--- config.mk ---
export PLATFORM = sky130hd
export DESIGN_NAME = supercap_protection_mode_fsm_core
export DESIGN_NICKNAME = d
export VERILOG_FILES = /design/src/design/scp_pkg.sv /design/src/design/supercap_protection_mode_fsm_core.sv /design/src/design/scp_front.sv /design/src/design/scp_queue.sv /design/src/design/scp_back.sv
export SDC_FILE = /design/constraint.sdc
export NUM_CORES = 1
export LEC_CHECK = 0
export BUFFER_PORTS_ARGS = -buffer_cell sky130_fd_sc_hd__buf_2
export CAP_MARGIN = 25
export CORE_MARGIN = 8
export CORE_UTILIZATION = 65
export CTS_CLUSTER_SIZE = 10
export DETAILED_ROUTE_END_ITERATION = 10
export PLACE_DENSITY = 0.86
export SLEW_MARGIN = 20
export SYNTH_ARGS = -nofsm -noshare
export SYNTH_HDL_FRONTEND = slang
export SYNTH_SLANG_ARGS = --single-unit
--- constraint.sdc ---
create_clock -name clk -period 14.5 [get_ports clk]
set_clock_uncertainty 0.2 [all_clocks]
set_input_delay 1.45 -clock clk [delete_from_list [all_inputs] [get_ports clk]]
set_output_delay 1.45 -clock clk [all_outputs]
set_load 0.03 [all_outputs]
--- src/design/scp_pkg.sv ---
`default_nettype none
package scp_pkg;

  localparam int ADC_W      = 12;
  localparam int CNT_W      = 16;
  localparam int LED_W      = 7;
  localparam int CFG_IDX_W  = 3;
  localparam int CFG_DATA_W = 16;

  localparam int QUEUE_DEPTH = 2;
  localparam int QUEUE_AW    = $clog2(QUEUE_DEPTH);

  typedef enum logic [2:0] {
    MODE_INIT    = 3'd0,
    MODE_READY   = 3'd1,
    MODE_RUNNING = 3'd2,
    MODE_STOP    = 3'd3,
    MODE_FAULT   = 3'd4
  } mode_t;

  typedef enum logic [CFG_IDX_W-1:0] {
    CFG_CAP_VOLT_MIN        = 3'd0,
    CFG_SYS_CUR_MAX         = 3'd1,
    CFG_BATTERY_THRESHOLD   = 3'd2,
    CFG_SYS_CURRENT_THRESH  = 3'd3,
    CFG_FAULT_HOLD_TICKS    = 3'd4
  } cfg_reg_t;

  // Converter current windows and other reading thresholds.
  localparam logic [ADC_W-1:0] HARD_HIGH = 12'd4063;
  localparam logic [ADC_W-1:0] HARD_LOW  = 12'd31;
  localparam logic [ADC_W-1:0] SOFT_HIGH = 12'd3443;
  localparam logic [ADC_W-1:0] SOFT_LOW  = 12'd651;
  localparam logic [ADC_W-1:0] INIT_CAP  = 12'd1;
  localparam logic [ADC_W-1:0] READY_CAP = 12'd50;

  // Trip levels of the shared fault counter.
  localparam logic [CNT_W-1:0] TRIP_LOWV = 16'd100;
  localparam logic [CNT_W-1:0] TRIP_HARD = 16'd2;
  localparam logic [CNT_W-1:0] TRIP_SOFT = 16'd30;
  localparam logic [CNT_W-1:0] CNT_MAX   = {CNT_W{1'b1}};

  localparam logic [LED_W-1:0] LED_OFF  = 7'd0;
  localparam logic [LED_W-1:0] LED_MID  = 7'd60;
  localparam logic [LED_W-1:0] LED_HIGH = 7'd80;

  // Register reset values.
  localparam logic [ADC_W-1:0] CAP_VOLT_MIN_RST   = 12'd0;
  localparam logic [ADC_W-1:0] SYS_CUR_MAX_RST    = 12'd4095;
  localparam logic [ADC_W-1:0] BATTERY_THRESH_RST = 12'd2256;
  localparam logic [ADC_W-1:0] SYS_CUR_THRESH_RST = 12'd2047;
  localparam logic [CNT_W-1:0] HOLD_TICKS_RST     = 16'd2000;

  // Everything the mode machine needs to know about one reading set.
  typedef struct packed {
    logic lowv_fault;
    logic hard_out;
    logic soft_out;
    logic cap_above_init;
    logic cap_above_ready;
    logic run_to_stop;
    logic stop_to_ready;
    logic below_cur_max;
  } class_t;

  typedef struct packed {
    mode_t            mode;
    logic             loop_enable;
    logic             converter_enable;
    logic             integrator_clear;
    logic             fault_tripped;
    logic [LED_W-1:0] yellow;
    logic [LED_W-1:0] blue;
    logic [LED_W-1:0] run_light;
  } result_t;

endpackage
`default_nettype wire

--- src/design/supercap_protection_mode_fsm_core.sv ---
// A reading set is written into the queue, then its result is registered onto the outputs.
// Throughput: one reading set per cycle while the output is not stalled.
// in_ready drops only when the two-entry queue fills behind a stalled output.
// Reset (synchronous, rst high): mode INIT, counters, enables and LEDs cleared, queue and
// output emptied, configuration registers back to their default values.
`default_nettype none
module supercap_protection_mode_fsm_core (
  input  wire logic                           clk,
  input  wire logic                           rst,
  input  wire logic                           in_valid,
  output logic                                in_ready,
  input  wire logic [scp_pkg::ADC_W-1:0]      cap_voltage,
  input  wire logic [scp_pkg::ADC_W-1:0]      system_current,
  input  wire logic [scp_pkg::ADC_W-1:0]      converter_current,
  input  wire logic [scp_pkg::ADC_W-1:0]      battery_voltage,
  input  wire logic                           cfg_valid,
  output logic                                cfg_ready,
  input  wire logic [scp_pkg::CFG_IDX_W-1:0]  cfg_index,
  input  wire logic [scp_pkg::CFG_DATA_W-1:0] cfg_data,
  output logic                                out_valid,
  input  wire logic                           out_ready,
  output logic [2:0]                          mode_state,
  output logic                                loop_enable,
  output logic                                converter_enable,
  output logic                                integrator_clear,
  output logic                                fault_tripped,
  output logic [scp_pkg::LED_W-1:0]           yellow_level,
  output logic [scp_pkg::LED_W-1:0]           blue_level,
  output logic [scp_pkg::LED_W-1:0]           run_light_level
);

  scp_pkg::class_t           front_cls;
  scp_pkg::class_t           back_cls;
  logic                      front_valid;
  logic                      front_ready;
  logic                      back_valid;
  logic                      back_ready;
  logic [scp_pkg::CNT_W-1:0] hold_ticks;
  scp_pkg::result_t          res;

  scp_front u_front (
    .clk               (clk),
    .rst               (rst),
    .in_valid          (in_valid),
    .in_ready          (in_ready),
    .cap_voltage       (cap_voltage),
    .system_current    (system_current),
    .converter_current (converter_current),
    .battery_voltage   (battery_voltage),
    .cfg_valid         (cfg_valid),
    .cfg_ready         (cfg_ready),
    .cfg_index         (cfg_index),
    .cfg_data          (cfg_data),
    .cls_valid         (front_valid),
    .cls_ready         (front_ready),
    .cls               (front_cls),
    .hold_ticks        (hold_ticks)
  );

  scp_queue u_queue (
    .clk        (clk),
    .rst        (rst),
    .push_valid (front_valid),
    .push_ready (front_ready),
    .push_data  (front_cls),
    .pop_valid  (back_valid),
    .pop_ready  (back_ready),
    .pop_data   (back_cls)
  );

  scp_back u_back (
    .clk        (clk),
    .rst        (rst),
    .cls_valid  (back_valid),
    .cls_ready  (back_ready),
    .cls        (back_cls),
    .hold_ticks (hold_ticks),
    .res_valid  (out_valid),
    .res_ready  (out_ready),
    .res        (res)
  );

  assign mode_state       = res.mode;
  assign loop_enable      = res.loop_enable;
  assign converter_enable = res.converter_enable;
  assign integrator_clear = res.integrator_clear;
  assign fault_tripped    = res.fault_tripped;
  assign yellow_level     = res.yellow;
  assign blue_level       = res.blue;
  assign run_light_level  = res.run_light;

endmodule
`default_nettype wire

--- src/design/scp_front.sv ---
`default_nettype none
module scp_front (
  input  wire logic                           clk,
  input  wire logic                           rst,
  input  wire logic                           in_valid,
  output logic                                in_ready,
  input  wire logic [scp_pkg::ADC_W-1:0]      cap_voltage,
  input  wire logic [scp_pkg::ADC_W-1:0]      system_current,
  input  wire logic [scp_pkg::ADC_W-1:0]      converter_current,
  input  wire logic [scp_pkg::ADC_W-1:0]      battery_voltage,
  input  wire logic                           cfg_valid,
  output logic                                cfg_ready,
  input  wire logic [scp_pkg::CFG_IDX_W-1:0]  cfg_index,
  input  wire logic [scp_pkg::CFG_DATA_W-1:0] cfg_data,
  output logic                                cls_valid,
  input  wire logic                           cls_ready,
  output scp_pkg::class_t                     cls,
  output logic [scp_pkg::CNT_W-1:0]           hold_ticks
);

  logic [scp_pkg::ADC_W-1:0] cap_volt_min;
  logic [scp_pkg::ADC_W-1:0] sys_cur_max;
  logic [scp_pkg::ADC_W-1:0] battery_threshold;
  logic [scp_pkg::ADC_W-1:0] system_current_threshold;
  logic [scp_pkg::CNT_W-1:0] fault_hold_ticks;

  assign cfg_ready = 1'b1;

  always_ff @(posedge clk) begin
    if (rst) begin
      cap_volt_min             <= scp_pkg::CAP_VOLT_MIN_RST;
      sys_cur_max              <= scp_pkg::SYS_CUR_MAX_RST;
      battery_threshold        <= scp_pkg::BATTERY_THRESH_RST;
      system_current_threshold <= scp_pkg::SYS_CUR_THRESH_RST;
      fault_hold_ticks         <= scp_pkg::HOLD_TICKS_RST;
    end else if (cfg_valid) begin
      unique case (cfg_index)
        scp_pkg::CFG_CAP_VOLT_MIN:       cap_volt_min <= cfg_data[scp_pkg::ADC_W-1:0];
        scp_pkg::CFG_SYS_CUR_MAX:        sys_cur_max <= cfg_data[scp_pkg::ADC_W-1:0];
        scp_pkg::CFG_BATTERY_THRESHOLD:  battery_threshold <= cfg_data[scp_pkg::ADC_W-1:0];
        scp_pkg::CFG_SYS_CURRENT_THRESH: begin
          system_current_threshold <= cfg_data[scp_pkg::ADC_W-1:0];
        end
        scp_pkg::CFG_FAULT_HOLD_TICKS:   fault_hold_ticks <= cfg_data;
        default: ;
      endcase
    end
  end

  // Classification is pure comparison against the current register set and the fixed package thresholds.
  always_comb begin
    cls.lowv_fault          = (cap_voltage < cap_volt_min) && (system_current < sys_cur_max);
    cls.hard_out            = (converter_current > scp_pkg::HARD_HIGH) ||
                              (converter_current < scp_pkg::HARD_LOW);
    cls.soft_out            = (converter_current > scp_pkg::SOFT_HIGH) ||
                              (converter_current < scp_pkg::SOFT_LOW);
    cls.cap_above_init      = cap_voltage > scp_pkg::INIT_CAP;
    cls.cap_above_ready     = cap_voltage > scp_pkg::READY_CAP;
    cls.run_to_stop         = (battery_voltage < battery_threshold) &&
                              (system_current < system_current_threshold);
    cls.stop_to_ready       = (battery_voltage > battery_threshold) &&
                              (system_current > system_current_threshold);
    cls.below_cur_max       = system_current < sys_cur_max;
  end

  assign cls_valid  = in_valid;
  assign in_ready   = cls_ready;
  assign hold_ticks = fault_hold_ticks;

endmodule
`default_nettype wire

--- src/design/scp_queue.sv ---
`default_nettype none
module scp_queue (
  input  wire logic  clk,
  input  wire logic  rst,
  input  wire logic  push_valid,
  output logic       push_ready,
  input  wire scp_pkg::class_t push_data,
  output logic       pop_valid,
  input  wire logic  pop_ready,
  output scp_pkg::class_t pop_data
);

  scp_pkg::class_t              entries [scp_pkg::QUEUE_DEPTH];
  logic [scp_pkg::QUEUE_AW-1:0] wr_ptr;
  logic [scp_pkg::QUEUE_AW-1:0] rd_ptr;
  logic [scp_pkg::QUEUE_AW:0]   count;
  logic                         push;
  logic                         pop;

  assign push_ready = count != (scp_pkg::QUEUE_AW+1)'(scp_pkg::QUEUE_DEPTH);
  assign pop_valid  = count != '0;
  assign pop_data   = entries[rd_ptr];
  assign push       = push_valid && push_ready;
  assign pop        = pop_valid && pop_ready;

  always_ff @(posedge clk) begin
    if (rst) begin
      wr_ptr <= '0;
      rd_ptr <= '0;
      count  <= '0;
    end else begin
      if (push) begin
        wr_ptr <= wr_ptr + 1'b1;
      end
      if (pop) begin
        rd_ptr <= rd_ptr + 1'b1;
      end
      if (push && !pop) begin
        count <= count + 1'b1;
      end else if (pop && !push) begin
        count <= count - 1'b1;
      end
    end
  end

  always_ff @(posedge clk) begin
    if (push) begin
      entries[wr_ptr] <= push_data;
    end
  end

endmodule
`default_nettype wire

--- src/design/scp_back.sv ---
`default_nettype none
module scp_back (
  input  wire logic                 clk,
  input  wire logic                 rst,
  input  wire logic                 cls_valid,
  output logic                      cls_ready,
  input  wire scp_pkg::class_t      cls,
  input  wire logic [scp_pkg::CNT_W-1:0] hold_ticks,
  output logic                      res_valid,
  input  wire logic                 res_ready,
  output scp_pkg::result_t          res
);

  scp_pkg::mode_t              mode;
  logic [scp_pkg::CNT_W-1:0]   trip_cnt;
  logic [scp_pkg::CNT_W-1:0]   hold_cnt;
  logic                        loop_en;
  logic                        conv_en;
  logic [scp_pkg::LED_W-1:0]   yellow;
  logic [scp_pkg::LED_W-1:0]   blue;
  logic [scp_pkg::LED_W-1:0]   run_light;

  scp_pkg::mode_t              mode_next;
  logic [scp_pkg::CNT_W-1:0]   trip_cnt_next;
  logic [scp_pkg::CNT_W-1:0]   hold_cnt_next;
  logic                        loop_en_next;
  logic                        conv_en_next;
  logic [scp_pkg::LED_W-1:0]   yellow_next;
  logic [scp_pkg::LED_W-1:0]   blue_next;
  logic [scp_pkg::LED_W-1:0]   run_light_next;
  logic                        tripped;
  logic                        clear;
  logic                        step;

  assign cls_ready = !res_valid || res_ready;
  assign step      = cls_valid && cls_ready;

  always_comb begin
    mode_next      = mode;
    trip_cnt_next  = trip_cnt;
    hold_cnt_next  = hold_cnt;
    loop_en_next   = loop_en;
    conv_en_next   = conv_en;
    yellow_next    = yellow;
    blue_next      = blue;
    run_light_next = run_light;
    tripped        = 1'b0;
    clear          = 1'b0;

    // The three checks run in order on one counter; a trip clears it for the next.
    if (cls.lowv_fault) begin
      if (trip_cnt_next != scp_pkg::CNT_MAX) trip_cnt_next = trip_cnt_next + 1'b1;
      if (trip_cnt_next >= scp_pkg::TRIP_LOWV) begin
        tripped       = 1'b1;
        trip_cnt_next = '0;
      end
    end
    if (cls.hard_out) begin
      if (trip_cnt_next != scp_pkg::CNT_MAX) trip_cnt_next = trip_cnt_next + 1'b1;
      if (trip_cnt_next >= scp_pkg::TRIP_HARD) begin
        tripped       = 1'b1;
        trip_cnt_next = '0;
      end
    end else if (trip_cnt_next != '0) begin
      trip_cnt_next = trip_cnt_next - 1'b1;
    end
    if (cls.soft_out) begin
      if (trip_cnt_next != scp_pkg::CNT_MAX) trip_cnt_next = trip_cnt_next + 1'b1;
      if (trip_cnt_next >= scp_pkg::TRIP_SOFT) begin
        tripped       = 1'b1;
        trip_cnt_next = '0;
      end
    end
    if (tripped) begin
      yellow_next    = scp_pkg::LED_MID;
      blue_next      = scp_pkg::LED_MID;
      run_light_next = scp_pkg::LED_OFF;
      conv_en_next   = 1'b0;
      mode_next      = scp_pkg::MODE_FAULT;
    end

    unique case (mode_next)
      scp_pkg::MODE_INIT: begin
        // Initialisation drops straight into the ready test on the same tick.
        if (cls.cap_above_init) begin
          yellow_next    = scp_pkg::LED_MID;
          blue_next      = scp_pkg::LED_OFF;
          run_light_next = scp_pkg::LED_OFF;
          mode_next      = scp_pkg::MODE_READY;
        end
        if (cls.cap_above_ready) begin
          mode_next      = scp_pkg::MODE_RUNNING;
          yellow_next    = scp_pkg::LED_OFF;
          blue_next      = scp_pkg::LED_OFF;
          run_light_next = scp_pkg::LED_MID;
          conv_en_next   = 1'b1;
        end
      end
      scp_pkg::MODE_READY: begin
        if (cls.cap_above_ready) begin
          mode_next      = scp_pkg::MODE_RUNNING;
          yellow_next    = scp_pkg::LED_OFF;
          blue_next      = scp_pkg::LED_OFF;
          run_light_next = scp_pkg::LED_MID;
          conv_en_next   = 1'b1;
        end
      end
      scp_pkg::MODE_RUNNING: begin
        if (cls.run_to_stop) begin
          mode_next      = scp_pkg::MODE_STOP;
          conv_en_next   = 1'b0;
          yellow_next    = scp_pkg::LED_OFF;
          blue_next      = scp_pkg::LED_OFF;
          run_light_next = scp_pkg::LED_OFF;
        end
      end
      scp_pkg::MODE_STOP: begin
        if (cls.stop_to_ready) begin
          mode_next      = scp_pkg::MODE_READY;
          yellow_next    = scp_pkg::LED_HIGH;
          blue_next      = scp_pkg::LED_OFF;
          run_light_next = scp_pkg::LED_OFF;
        end
      end
      scp_pkg::MODE_FAULT: begin
        if (hold_cnt >= hold_ticks && cls.below_cur_max) begin
          mode_next      = scp_pkg::MODE_READY;
          yellow_next    = scp_pkg::LED_HIGH;
          blue_next      = scp_pkg::LED_OFF;
          run_light_next = scp_pkg::LED_OFF;
        end
      end
      default: ;
    endcase

    unique case (mode_next)
      scp_pkg::MODE_INIT, scp_pkg::MODE_READY: begin
        loop_en_next  = 1'b0;
        hold_cnt_next = '0;
      end
      scp_pkg::MODE_RUNNING: loop_en_next = 1'b1;
      scp_pkg::MODE_STOP:    loop_en_next = 1'b0;
      scp_pkg::MODE_FAULT: begin
        clear = 1'b1;
        if (hold_cnt != scp_pkg::CNT_MAX) hold_cnt_next = hold_cnt + 1'b1;
      end
      default: ;
    endcase
  end

  always_ff @(posedge clk) begin
    if (rst) begin
      mode      <= scp_pkg::MODE_INIT;
      trip_cnt  <= '0;
      hold_cnt  <= '0;
      loop_en   <= 1'b0;
      conv_en   <= 1'b0;
      yellow    <= scp_pkg::LED_OFF;
      blue      <= scp_pkg::LED_OFF;
      run_light <= scp_pkg::LED_OFF;
      res_valid <= 1'b0;
    end else begin
      if (step) begin
        mode      <= mode_next;
        trip_cnt  <= trip_cnt_next;
        hold_cnt  <= hold_cnt_next;
        loop_en   <= loop_en_next;
        conv_en   <= conv_en_next;
        yellow    <= yellow_next;
        blue      <= blue_next;
        run_light <= run_light_next;
        res_valid <= 1'b1;
      end else if (res_ready) begin
        res_valid <= 1'b0;
      end
    end
  end

  always_ff @(posedge clk) begin
    if (step) begin
      res.mode             <= mode_next;
      res.loop_enable      <= loop_en_next;
      res.converter_enable <= conv_en_next;
      res.integrator_clear <= clear;
      res.fault_tripped    <= tripped;
      res.yellow           <= yellow_next;
      res.blue             <= blue_next;
      res.run_light        <= run_light_next;
    end
  end

endmodule
`default_nettype wire

# Word level (Yosys, flattened, before mapping)
# Memory sizes are Yosys's and may differ from the RTL's. A register that Yosys moved wholly into a read port is not among the register bits.
# Cells that the tools add are included.
# totals
mem_count	1
elab_cells	167
out_inout_bits	31
ramBits	16
regBits	155
input_bits	72
# op_classes
reduce_logical	31
n_addsub	9
eq_ne	18
magnitude_cmp	16
mux	67
# mem_list
name	words	width	read_ports	rd_ports_with_merged_regs	write_ports	line_no	rtl
u_queue.entries	2	8	1	1	1	scp_queue.sv:13	scp_pkg::class_t entries [scp_pkg::QUEUE_DEPTH];
# op_table
operator	count
two-way mux 16 bit	14
two-way mux 7 bit	21
case mux 7 bit (5 select lines)	3
adder 16 x 1 -> 16 bit, second input constant	4
!= test 16 bit, second input constant	4
< comparator 12 bit	4
case mux 16 bit (2 select lines)	1
greater-than comparator 12 bit	2
greater-than comparator 12 bit, second input constant	2
two-way mux 3 bit	7
== test 3 x 2 -> 1 bit, second input constant	6
>= comparator 16 bit	1
>= comparator 16 x 2 -> 1 bit, second input constant	1
>= comparator 16 x 5 -> 1 bit, second input constant	1
>= comparator 16 x 7 -> 1 bit, second input constant	1
two-way mux 1 bit	16
nonzero test 16 bit	1
subtractor 16 x 1 -> 16 bit, second input constant	1
case mux 3 bit (5 select lines)	1
greater-than comparator 12 x 1 -> 1 bit, second input constant	1
greater-than comparator 12 x 6 -> 1 bit, second input constant	1
< comparator 12 x 10 -> 1 bit, second input constant	1
< comparator 12 x 5 -> 1 bit, second input constant	1
AND reduction 2 bit	5
17 further kinds	41

# Logic depth before layout (Yosys ltp)
# Gate-level depths: netlist of the first run.
# depth
word_depth	26
ltp_mapped	35

# Cells and area by module
# Synthesis of the first run repeated with hierarchy kept, for this count alone.
# unflattened
hier_cells	1388
area_unflattened_um2	11477.3
# by_module_without_submodules
module	area_per_inst_um2	seq_area_each_um2	instances	cells_each
scp_back	7048.0	2021.9	1	884
scp_front	3623.5	1281.2	1	455
scp_queue	805.8	580.6	1	49

# Least setup slack after synthesis of the first run
# OpenSTA, ideal clock, no wires.
# synth_path
kind	register to register
from	register u_back.trip_cnt[0] in the netlist's numbering
to	register u_back.hold_cnt[11] in the netlist's numbering
path_slack_ps	7540
path_stages_with_launch	34
arrival_ps	6690
path_buffers	2
cell_sequence	dfxtp_1 -> ha_1 -> buf_4 -> and3_1 -> buf_6 -> xnor2_1 -> a31oi_1 -> or3_4 -> nor3_2 -> a21oi_1 -> inv_1 -> ha_1 -> o21ai_0 -> nor3_1 -> inv_1 -> o31ai_1 -> nor3b_1 -> xnor2_1 -> nor4b_2 -> nand4_2 -> nor2_1 -> nand3_1 -> o21ai_0 -> ha_1 -> a21bo_2 -> nor3_2 -> nand3_1 -> a2111oi_0 -> o22a_1 -> a41oi_4 -> o21a_4 -> or2_4 -> or4_1 -> a21oi_1
# synth_between
elab_chain_cells	26
word_cells_on_any_way	49
cone_classes	add/sub (4); order compare (3); eq/ne (10); mux (26); reduce/logical (6)
# synth_lines
item	line_no	rtl
start, declared	scp_back.sv:15	logic [scp_pkg::CNT_W-1:0] trip_cnt;
start signal, assigned	scp_back.sv:165	trip_cnt <= trip_cnt_next;
adder 16 x 1 -> 16 bit / != test 16 bit (equally long branches)	scp_back.sv:52	if (trip_cnt_next != scp_pkg::CNT_MAX) trip_cnt_next = trip_cnt_next + 1'b1;
two-way mux 16 bit	scp_back.sv:52	
two-way mux 16 bit	scp_back.sv:51	if (cls.lowv_fault) begin
>= comparator 16 x 7 -> 1 bit	scp_back.sv:53	if (trip_cnt_next >= scp_pkg::TRIP_LOWV) begin
two-way mux 16 bit	scp_back.sv:53	
two-way mux 16 bit	scp_back.sv:51	
adder 16 x 1 -> 16 bit / != test 16 bit (equally long branches)	scp_back.sv:59	if (trip_cnt_next != scp_pkg::CNT_MAX) trip_cnt_next = trip_cnt_next + 1'b1;
two-way mux 16 bit	scp_back.sv:59	
[10 not listed]	-	
two-way mux 3 bit (*)	scp_back.sv:74	if (tripped) begin
two-way mux 3 bit	scp_back.sv:85	if (cls.cap_above_init) begin
two-way mux 3 bit	scp_back.sv:91	if (cls.cap_above_ready) begin
case mux 3 bit (5 select lines) (*)	scp_back.sv:82	unique case (mode_next)
== test 3 x 1 -> 1 bit / logical NOT 3 bit (equally long branches)	scp_back.sv:136	unique case (mode_next)
OR reduction 2 bit	-	
nonzero test 2 bit (no line)	-	
AND reduction 3 bit (no line)	-	
end signal, assigned	scp_back.sv:166	hold_cnt <= hold_cnt_next;
end, declared	scp_back.sv:16	logic [scp_pkg::CNT_W-1:0] hold_cnt;
# Mark *: on every way between the ends. The rest lies on a longest branch, timed or not. The select of a mux whose other input is x is not followed.
# A chain may end at the register's enable or synchronous reset.

# Final worst setup path of the first run
# layout_path
from	register u_back.trip_cnt[0] in the netlist's numbering
to	register u_back.hold_cnt[0] in the netlist's numbering
# Same word-level chain as after synthesis.

==> summary.md, run 1 <==
| Metric | Value |
|---|---|
| Worst Path Max Fanout | `17` |
| DR vias/cell | `6.428` |
| Area grow syn2layout | `9.528%` |
| Initial core utilization | `65.67%` |
| Clock latency on the worst-skew pair | `0.44 ns` |
| Grt met1 use | `33.41%` |
| Crit path kind | `reg2reg` |
| Yosys Warn Count | `0` |
| Seq cells post-synth | `172` |
| Avg Synthesized Cell Area | `8.485 um2` |
| Post-DP HPWL | `21520 um` |
| Die area | `21690 um2` |
| Max-Slew Margin vs Limit | `35.79%` |
| Ranking of synthesized cells by area | `dfxtp_1 (23%), edfxtp_1 (12%), ha_1 (7.7%)` |
| Largest net degree at the start of global routing | `69` |
| CTS H-tree depth | `4` |
| Slowest CP cell | `o21ai_1` |
| IR drop worst, VDD | `0.1308 mV` |
| Setup-failing EPs final | `0` |
| Slowest cell delay on critical path | `0.77 ns` |
| Share of cells above drive strength 1 | `15.47%` |
| Top_reg_cell synth | `dfxtp_1` |
| GR Overflow Total | `0` |
| Cell taking the most area after synthesis | `dfxtp_1` |
| Worst-Margin Slew | `0.9597 ns` |
| Vias | `10337` |
| DRT Pass-1 Iters | `5` |
| Core Area | `17060 um2` |
| Boundary Pins | `103` |
| CP arrival | `9.05 ns` |
| Synth Instances | `1320` |
| Die Span X | `147.3 um` |
| CTS buffer count | `17` |
| GRT busiest layer | `met2` |
| Sequential cell area fraction in the yosys report | `34.67%` |
| Gr usage total | `27.46%` |
| Mapped Nets | `1461` |
| Met3 track demand over resource | `5.444%` |
| Post_cts resized | `0` |
| DR WL/cell | `18.98 um` |
| Setup TNS | `0 ns` |
| DR iter-0 viols | `955` |
| Top-count cell post-synth | `nand2_1` |
| Final WL | `30520 um` |
| P_leak | `0.004996 uW` |
| Cell Pwr Density | `245.6 nW/um2` |
| RePlAce Congestion | `0.9696` |
| Area share of the largest cell type after synthesis | `22.88%` |
| Post-route ant nets | `0` |
| Cts hold-fix bufs | `0` |
| Ys async rst share | `0%` |
| Post-layout net count | `1511` |
| Remaining DRCs | `0` |
| Critical path capture point type | `flip-flop` |
| RSZ-0062 raised after global routing | `no` |
| Synthesized cell area | `11200 um2` |
| First-pass GRT wire length | `49360 um` |
| Layout Cell Area excl Fill | `12270 um2` |
| Area after DPL | `11650 um2` |
| CP most frequent cell | `ha_1` |
| Ant. Diodes | `0` |
| Max Clock Freq | `112.0 MHz` |
| Port-buffer cells | `101` |
| Final Max Slew Viols | `0` |
| Status | `complete, no violations` |
| Vias in the first global route | `9899` |
| CTS tree | `built` |
| Clock Pin Slew Worst Setup and Hold Paths | `0.07 ns` |
| Setup crit start kind | `flip-flop` |
| Final Hold Viols | `0` |
| Post-CTS setup buffers | `0` |
| Worst path required time | `14.63 ns` |
| Fin crit share | `61.56%` |
| # rows | `48` |
| Clock root cell | `clkbuf_16` |
| Post-synth top cells | `nand2_1 (163), dfxtp_1 (128), nor2_1 (107)` |
| EDFF count, synth | `44` |
| Post-synth cell types | `104` |
| CTS Sinks | `172` |
| Met2 GRT Util | `46.67%` |
| Max-cap viol count | `0` |
| Clock tree buffer depth | `2` |
| Initial antenna violation count | `0` |
| Worst Hold Class | `reg2reg` |
| Minimum clock period | `8.926 ns` |
| Die height | `147.3 um` |
## path summary, 6_finish.rpt
check / slack [ns] / start / end / cells after the start
max: 5.57 / u_back.trip_cnt[0] / u_back.hold_cnt[0] / 31
min: 0.26 / u_front.hold_ticks[3] / u_front.hold_ticks[3] / 2
max reg2reg: 5.57 / u_back.trip_cnt[0] / u_back.hold_cnt[0] / 31
min reg2reg: 0.26 / u_front.hold_ticks[3] / u_front.hold_ticks[3] / 2
## cells by family after synthesis
group | Yosys count | share of synthesized area (%)
xor gates and xnor gates | 32 | 2.625
and+or+nand+nor | 510 | 23.94
buffers and inverters | 158 | 6.267
DFF | 172 | 34.67
adders and majority gates | 69 | 7.708
other | 1 | 0.03348
AOI/OAI and AO/OA | 359 | 22.96
muxes | 19 | 1.798
## flip-flops by register name, indices dropped and copies added, names as in the netlist, named ones only
name	cells
u_back.res	28
u_back.hold_cnt	16
u_back.trip_cnt	16
u_front.hold_ticks	16
u_queue.entries	16
u_front.battery_threshold	12
u_front.cap_volt_min	12
u_front.sys_cur_max	12
u_front.system_current_threshold	12
u_back.blue	7
u_back.run_light	7
u_back.yellow	7
u_back.mode	3
u_queue.count	2
u_back.conv_en	1
u_back.loop_en	1
u_back.res_valid	1
u_queue.rd_ptr	1
u_queue.wr_ptr	1
## layer usage
layer	part of all wire [%]	vias to the layer above
met5	0	-
met4	3.5	0
met2	49	456
li1	-	4887
met1	41	4893
met3	6.6	101
## cells in the final DEF, fill, tap and decap left out, drive strengths merged, types with 6 or more instances in the layout
cell and n:
o211a 14, nand2 164, and4 7, mux2 6, nor2 108, nor2b 14, nor4 16, or2 10
dfxtp 128, edfxtp 44, nand3 37, and3 21, a41oi 7, o21ai 63, clkbuf 17, o211ai 39
or4 7, inv 84, o21a 19, nand2b 19, mux2i 13, ha 69, xnor2 22, nor3 43
and2 17, a21o 13, a211oi 17, clkinv 9, or3 8, xor2 9, nand4 23, o31ai 12
a22oi 15, a21oi 91, a31oi 15, buf 107
## worst max-delay path: cells and delay by family (launching register included)
family / cells / cell delay [ns]
AOI/OAI and AO/OA: 10 / 2.87
and+or+nand+nor: 14 / 3.40
muxes: 1 / 0.37
DFF: 1 / 0.63
buffers and inverters: 2 / 0.18
adders and majority gates: 3 / 1.02
xor gates and xnor gates: 1 / 0.11
## power by group
part,leakage (uW),internal (uW),switching (uW),total (uW)
clock,0.000287,246,212,458
combinational,0.00326,640,1190,1830
sequential,0.00145,632,92.5,725
total,0.00500,1520,1500,3010
## stage by stage
| step | power [uW] | utilization [%] | cells | setup slack (ns) | hold slack (ns) |
|---|---|---|---|---|---|
| after detailed placement | 2515 | 68.33 | 1576 | 5.812 | 0.2463 |
| after global placement | 2483 | 68.33 | 1576 | 6.125 | 0.2416 |
| after global routing | 3191 | 71.93 | 1608 | 4.860 | 0.2662 |
| after CTS | 2978 | 71.93 | 1608 | 5.748 | 0.2557 |
| after floorplan | 2126 | - | 1320 | 7.540 | 0.2363 |
| final | 3013 | 71.93 | 1608 | 5.574 | 0.2560 |
## area by class of cell
type                       count  area, um2
multi-input combinational    990       6631
timing repair buffer         107      550.5
tap                          225      281.5
fill                        1280       4788
clock buffer                  17      425.4
inverter                      82      307.8
sequential                   172       3884
clock inverter                15      187.7
(Power assumes the default switching activity.)
==> inputs of run 2 (changes only) <==
--- a/config.mk
+++ b/config.mk
@@ -8,10 +8,10 @@
 export BUFFER_PORTS_ARGS = -buffer_cell sky130_fd_sc_hd__buf_2
 export CAP_MARGIN = 25
 export CORE_MARGIN = 8
-export CORE_UTILIZATION = 65
+export CORE_UTILIZATION = 55
 export CTS_CLUSTER_SIZE = 10
 export DETAILED_ROUTE_END_ITERATION = 10
-export PLACE_DENSITY = 0.86
+export PLACE_DENSITY = 0.78
 export SLEW_MARGIN = 20
 export SYNTH_ARGS = -nofsm -noshare
 export SYNTH_HDL_FRONTEND = slang
==> constraint.sdc (replaced) <==
create_clock -name clk -period 7.64 [get_ports clk]
set_clock_uncertainty 0.2 [all_clocks]
set_input_delay 0.764 -clock clk [delete_from_list [all_inputs] [get_ports clk]]
set_output_delay 0.764 -clock clk [all_outputs]
set_load 0.03 [all_outputs]
==> run 2 against run 1 <==
Effect of this change: wire length rose by 6.3%; clock power rose by 99%; hold slack improved by 0.0011 ns; global-route usage shrank 2.2 points; clock-buffer cell count stayed put; non-clock buffer count is 48 higher; critical endpoint is now u_back.run_light[5]; largest power group unchanged; highest routed layer is now met5.
==> summary.md, run 2 (synthesis gave the netlist of run 1 again) <==
| Metric | Value |
|---|---|
| Cts hold-fix bufs | `0 (unchanged)` |
| Max reg flops | `28 (unchanged)` |
| Slowest cell delay on critical path | `0.52 ns (-0.25 ns)` |
| # rows | `52 (+8.3%)` |
| Setup-failing EPs final | `0 (unchanged)` |
| DR vias/cell | `6.132 (-4.6%)` |
| Worst Hold Class | `reg2reg` |
| Port-buffer cells | `101 (unchanged)` |
| Worst Path Max Fanout | `6 (-11)` |
| Post-DP HPWL | `23970 um (+11%)` |
| Core Area | `20100 um2 (+18%)` |
| Critical path capture point type | `flip-flop` |
| Setup TNS | `0 ns (unchanged)` |
| NetSw | `3048 uW (+100%)` |
| Final Hold Viols | `0 (unchanged)` |
| Clock root cell | `clkbuf_16` |
| Clock tree buffer depth | `2 (unchanged)` |
| Initial core utilization | `55.71% (-10 points)` |
| Vias in the first global route | `10188 (+2.9%)` |
| Area grow syn2layout | `13.96%` |
| CTS Sinks | `172 (unchanged)` |
| Commonest non-fill, non-tap cells in the layout | `nand2_1 (163), dfxtp_1 (124), nor2_1 (106)` |
| CTS H-tree depth | `4 (unchanged)` |
| Die height | `158.7 um (+7.8%)` |
| Clock Pin Slew Worst Setup and Hold Paths | `0.08 ns (about the same)` |
| DRT Pass-1 Iters | `6 (+1)` |
| Crit path kind | `reg2reg` |
| Switch share | `48.97% (-0.66 points)` |
| Post-layout net count | `1560 (+3.2%)` |
| DR WL/cell | `19.05 um (+0.39%)` |
| CTS tree | `built` |
| Sequential power share | `21.1% (-2.9 points)` |
| Initial antenna violation count | `1 (+1)` |
| Vias | `10437 (+0.97%)` |
| Internal Power | `3176 uW (+110%)` |
| Cell Pwr Density | `487.6 nW/um2 (+99%)` |
| Worst path required time | `7.81 ns (-6.82 ns)` |
| Final core utilization | `63.49% (-8.4 points)` |
| GR Overflow Total | `0 (unchanged)` |
| Combinational share of power | `64.3% (+3.6 points)` |
| Post-route ant nets | `0 (unchanged)` |
| Largest net degree at the start of global routing | `69 (unchanged)` |
| Reg2reg setup slack | `0.53 ns (-5.05 ns)` |
| Minimum clock period | `7.115 ns (-1.811 ns)` |
| Hold WS | `0.2570 ns (+0.001096 ns)` |
| Clock power frac | `14.6% (-0.6 points)` |
| Final WL | `32430 um (+6.3%)` |
| Die area | `25190 um2 (+16%)` |
| Gr usage total | `25.27% (-2.2 points)` |
| Fin crit share | `93.13% (+32 points)` |
| Max-Slew Margin vs Limit | `34.01% (-1.8 points)` |
| Number of cells after detailed placement | `1663 (+5.5%)` |
| Slowest CP cell | `or4_4` |
| Max Clock Freq | `140.6 MHz (+25%)` |
| Clock latency on the worst-skew pair | `0.45 ns (about the same)` |
| Ant. Diodes | `0 (unchanged)` |
| Most common cell after layout, fill and taps aside | `nand2_1` |
| Share of cells above drive strength 1 | `19.41% (+3.9 points)` |
| First-pass GRT wire length | `52840 um (+7.0%)` |
| P_leak | `0.005272 uW (+5.5%)` |
| CP arrival | `7.28 ns (-1.77 ns)` |
| Max-cap viol count | `0 (unchanged)` |
| IR drop worst, VDD | `0.2991 mV (+130%)` |
| Die Span X | `158.7 um (+7.8%)` |
| Final Max Slew Viols | `0 (unchanged)` |
| Non-Filler Instances | `1702 (+5.8%)` |
| Largest register by flop count | `u_back.res` |
| RePlAce Congestion | `0.9830 (+1.4%)` |
| Remaining DRCs | `0 (unchanged)` |
| Setup crit start kind | `flip-flop` |
| Boundary Pins | `103 (unchanged)` |
| DR iter-0 viols | `819 (-14%)` |
| Worst-Margin Slew | `0.9839 ns (+0.02424 ns)` |
| CTS buffer count | `17 (unchanged)` |
| Status | `complete, no violations` |
-- run 2: cell types whose count changed in the layout (fill, tap and decap cells not counted), sizes merged --
cell / previous run / this run
clkinv: 9 / 7
buf: 107 / 155
inv: 84 / 90
nand2b: 19 / 20
bufinv: 1 / 0
clkinvlp: 3 / 0
-- run 2: area by class of cell --
class / count / area (um2)
repair buffers: 155 / 910.9
clock inverters: 15 / 203.9
multi-input cells: 991 / 6690
fillers: 1698 / 7340
well taps: 270 / 337.8
inverters: 82 / 307.8
flip-flops and latches: 172 / 3889
clock buffers: 17 / 425.4
-- run 2: worst max-delay path: cells and delay by family, from the launching register on --
family | cells | cell delay, ns
buffers and inverters | 2 | 0.28
adders and majority gates | 3 | 0.71
DFF | 1 | 0.32
AOI/OAI and AO/OA | 11 | 2.17
and+or+nand+nor | 14 | 3.36
-- run 2: per-layer routing --
metal  wire length (um)  vias to the layer above  GRT usage, %
met5                 10                        -             0
met4               1084                        2         11.34
met3               2228                       85         4.602
met2              15200                      452         41.76
met1              13900                     4903         31.63
li1                   -                     4995             -
-- run 2: stage by stage --
stage	area, um2	worst slack, ns	power, uW
global route	12760	-0.002100	6601
floorplan	11200	0.6800	4035
detailed placement	12030	0.3489	5078
CTS	12660	0.2436	6008
global placement	12030	0.4944	5056
finish	12760	0.5251	6224
-- run 2: power by group through the flow --
stage,clock network (uW),registers [uW],logic [uW]
after floorplan,0,1430,2600
after global placement,0,1320,3730
after detailed placement,0,1320,3750
after CTS,919,1310,3780
after global routing,958,1330,4310
final,911,1310,4000
-- run 2: path summary, 6_finish.rpt --
| path | from | to | cells past startpoint |
|---|---|---|---|
| worst max-delay path | u_back.trip_cnt[0] | u_back.run_light[5] | 30 |
| worst min-delay path | u_front.cap_volt_min[0] | u_front.cap_volt_min[0] | 2 |
| worst max register to register | u_back.trip_cnt[0] | u_back.run_light[5] | 30 |
| worst min register to register | u_front.cap_volt_min[0] | u_front.cap_volt_min[0] | 2 |
-- run 2: what timing repair did --
item	in CTS	in global routing
endpoints found under the setup margin	0	67
setup buffers	0	6
resized for setup	0	20
==> inputs of run 3 (changes only) <==
--- a/config.mk
+++ b/config.mk
@@ -5,13 +5,14 @@
 export SDC_FILE = /design/constraint.sdc
 export NUM_CORES = 1
 export LEC_CHECK = 0
+export ABC_CLOCK_PERIOD_IN_PS = 7640
 export BUFFER_PORTS_ARGS = -buffer_cell sky130_fd_sc_hd__buf_2
 export CAP_MARGIN = 25
 export CORE_MARGIN = 8
-export CORE_UTILIZATION = 55
+export CORE_UTILIZATION = 47
 export CTS_CLUSTER_SIZE = 10
 export DETAILED_ROUTE_END_ITERATION = 10
-export PLACE_DENSITY = 0.78
+export PLACE_DENSITY = 0.68
 export SLEW_MARGIN = 20
 export SYNTH_ARGS = -nofsm -noshare
 export SYNTH_HDL_FRONTEND = slang
==> run 3 against run 2 <==
Effect of this change: die area increased by 15%; sequential power about the same; core utilization decreased by 9.2 points; combinational power decreased by 4%; global-route usage decreased by 3.3 points; clock power decreased by 4.2%; largest cell class unchanged.
==> summary.md, run 3 (synthesis gave the netlist of run 1 again) <==
| Metric | Value |
|---|---|
| Status | `complete, no violations` |
| Reg2reg setup slack | `0.48 ns (-0.05 ns)` |
| Final Max Slew Viols | `0 (unchanged)` |
| Core Area | `23400 um2 (+16%)` |
| DRT Pass-1 Iters | `5 (-1)` |
| Worst Hold Class | `reg2reg` |
| CP arrival | `7.32 ns (+0.04 ns)` |
| Most common cell after layout, fill and taps aside | `nand2_1` |
| CTS tree | `built` |
| First-pass GRT wire length | `51500 um (-2.5%)` |
| Crit path kind | `reg2reg` |
| Final WL | `31840 um (-1.8%)` |
| Initial core utilization | `47.86% (-7.9 points)` |
| Slowest cell delay on critical path | `0.48 ns (-0.04 ns)` |
| Layout Cell Area excl Fill | `12700 um2 (-0.51%)` |
| CTS Sinks | `172 (unchanged)` |
| Remaining DRCs | `0 (unchanged)` |
| Port-buffer cells | `101 (unchanged)` |
| Largest register by flop count | `u_back.res` |
| Post-DP HPWL | `24000 um (+0.13%)` |
| Clock latency on the worst-skew pair | `0.43 ns (-0.02 ns)` |
| DR WL/cell | `18.32 um (-3.8%)` |
| P_leak | `0.005193 uW (-1.5%)` |
| Initial antenna violation count | `4 (+3)` |
| IR drop worst, VDD | `0.3206 mV (+7.2%)` |
| Die height | `170.4 um (+7.4%)` |
| DR iter-0 viols | `884 (+7.9%)` |
| Setup-failing EPs final | `0 (unchanged)` |
| Area grow syn2layout | `13.38%` |
| CTS H-tree depth | `4 (unchanged)` |
| FF-to-FF path depth | `30 (unchanged)` |
| Share of cells above drive strength 1 | `19.04% (-0.37 points)` |
| Gr usage total | `21.97% (-3.3 points)` |
| Area after DPL | `12020 um2 (about the same)` |
| Commonest non-fill, non-tap cells in the layout | `nand2_1 (163), dfxtp_1 (118), nor2_1 (106)` |
| RePlAce Congestion | `0.9652 (-1.8%)` |
| Worst Path Max Fanout | `15 (+9)` |
| Final Hold Viols | `0 (unchanged)` |
| Max Clock Freq | `139.6 MHz (-0.66%)` |
| Max-Slew Margin vs Limit | `35.02% (+1.0 points)` |
| GR Overflow Total | `0 (unchanged)` |
| Critical path capture point type | `flip-flop` |
| Setup crit start kind | `flip-flop` |
| # rows | `56 (+7.7%)` |
| Clock root cell | `clkbuf_16` |
| DR vias/cell | `5.872 (-4.2%)` |
| Vias in the first global route | `10062 (-1.2%)` |
| Reg2reg end | `u_back.hold_cnt[15]` |
| Worst-Margin Slew | `0.9711 ns (-0.01281 ns)` |
| CTS buffer count | `17 (unchanged)` |
| Hold EP | `u_front.cap_volt_min[10]` |
| Cell Pwr Density | `474.6 nW/um2 (-2.7%)` |
| Boundary Pins | `103 (unchanged)` |
| Die Span X | `170.4 um (+7.4%)` |
| Clock Pin Slew Worst Setup and Hold Paths | `0.07 ns (about the same)` |
| Worst path required time | `7.80 ns (about the same)` |
| Die area | `29030 um2 (+15%)` |
| Slowest CP cell | `dfxtp_2` |
| Reg-to-reg startpoint | `u_back.trip_cnt[9]` |
| Min-delay src | `u_front.cap_volt_min[10]` |
| Clock tree buffer depth | `2 (unchanged)` |
| Minimum clock period | `7.162 ns (+0.04748 ns)` |
| PnR worst setup slack | `0.4776 ns (-0.04748 ns)` |
| Max reg flops | `28 (unchanged)` |
| Post-layout net count | `1546 (-0.90%)` |
| Hold Crit Depth | `2 (unchanged)` |
| Pre-CTS setup slack | `0.1210 ns (-0.2280 ns)` |
| Fin crit share | `93.75% (+0.62 points)` |
| Largest net degree at the start of global routing | `69 (unchanged)` |
| Post-route ant nets | `0 (unchanged)` |
| Vias | `10206 (-2.2%)` |
| Max-cap viol count | `0 (unchanged)` |
==> run 3: worst max-delay path by stage <==
stage                  startpoint                   to
2_1_floorplan  u_back.trip_cnt[0]  u_back.hold_cnt[11]
3_3_place_gp   u_back.trip_cnt[3]  u_back.hold_cnt[11]
3_5_place_dp   u_back.trip_cnt[3]  u_back.hold_cnt[15]
4_1_cts        u_back.trip_cnt[3]  u_back.hold_cnt[15]
5_1_grt        u_back.trip_cnt[9]  u_back.hold_cnt[15]
6_report       u_back.trip_cnt[9]  u_back.hold_cnt[15]
==> run 3: layer usage <==
layer | track usage, % | vias up | wire length (um)
met2 | 36.07 | 353 | 14760
li1 | - | 4956 | -
met4 | 9.916 | 6 | 1164
met5 | 0 | - | 39
met1 | 27.36 | 4802 | 13870
met3 | 4.564 | 89 | 2004
==> run 3: power by group <==
part           switching, uW  total, uW  internal (uW)
clock network            391        873            482
logic                   2440       3830           1390
registers                119       1320           1200
==> run 3: final cells by class <==
class / count / area (um2)
inverter: 82 / 307.8
clock buffer: 20 / 461.7
timing repair buffer: 142 / 813.3
fill: 2248 / 10700
sequential: 172 / 3896
multi-input combinational: 990 / 6693
tap: 319 / 399.1
antenna: 1 / 2.502
clock inverter: 12 / 126.4
==> run 3: per-stage QoR <==
step	setup TNS, ns	utilization, %	hold WS (ns)	power, uW	cells
5_1_grt	-0.01682	54.27	0.2719	6414	1738
4_1_cts	0	53.88	0.2571	5909	1735
6_report	0	54.27	0.2552	6027	1738
3_3_place_gp	0	51.36	0.2416	4983	1703
3_5_place_dp	0	51.36	0.2475	5015	1703
2_1_floorplan	0	-	0.2363	4035	1320
==> run 3: what timing repair did <==
item,4_1_cts,5_1_grt
endpoints found under the setup margin,0,69
buffers inserted,0,2
hold buffers,0,0
resized for setup,0,30
==> run 3: critical path: cells and delay by family, from the launching register on <==
family	cells	cell delay, ns
fa+ha+maj	2	0.44
simple gates	14	3.37
xor+xnor	2	0.28
flops	1	0.48
compound gates	10	2.12
buf+inv	2	0.18
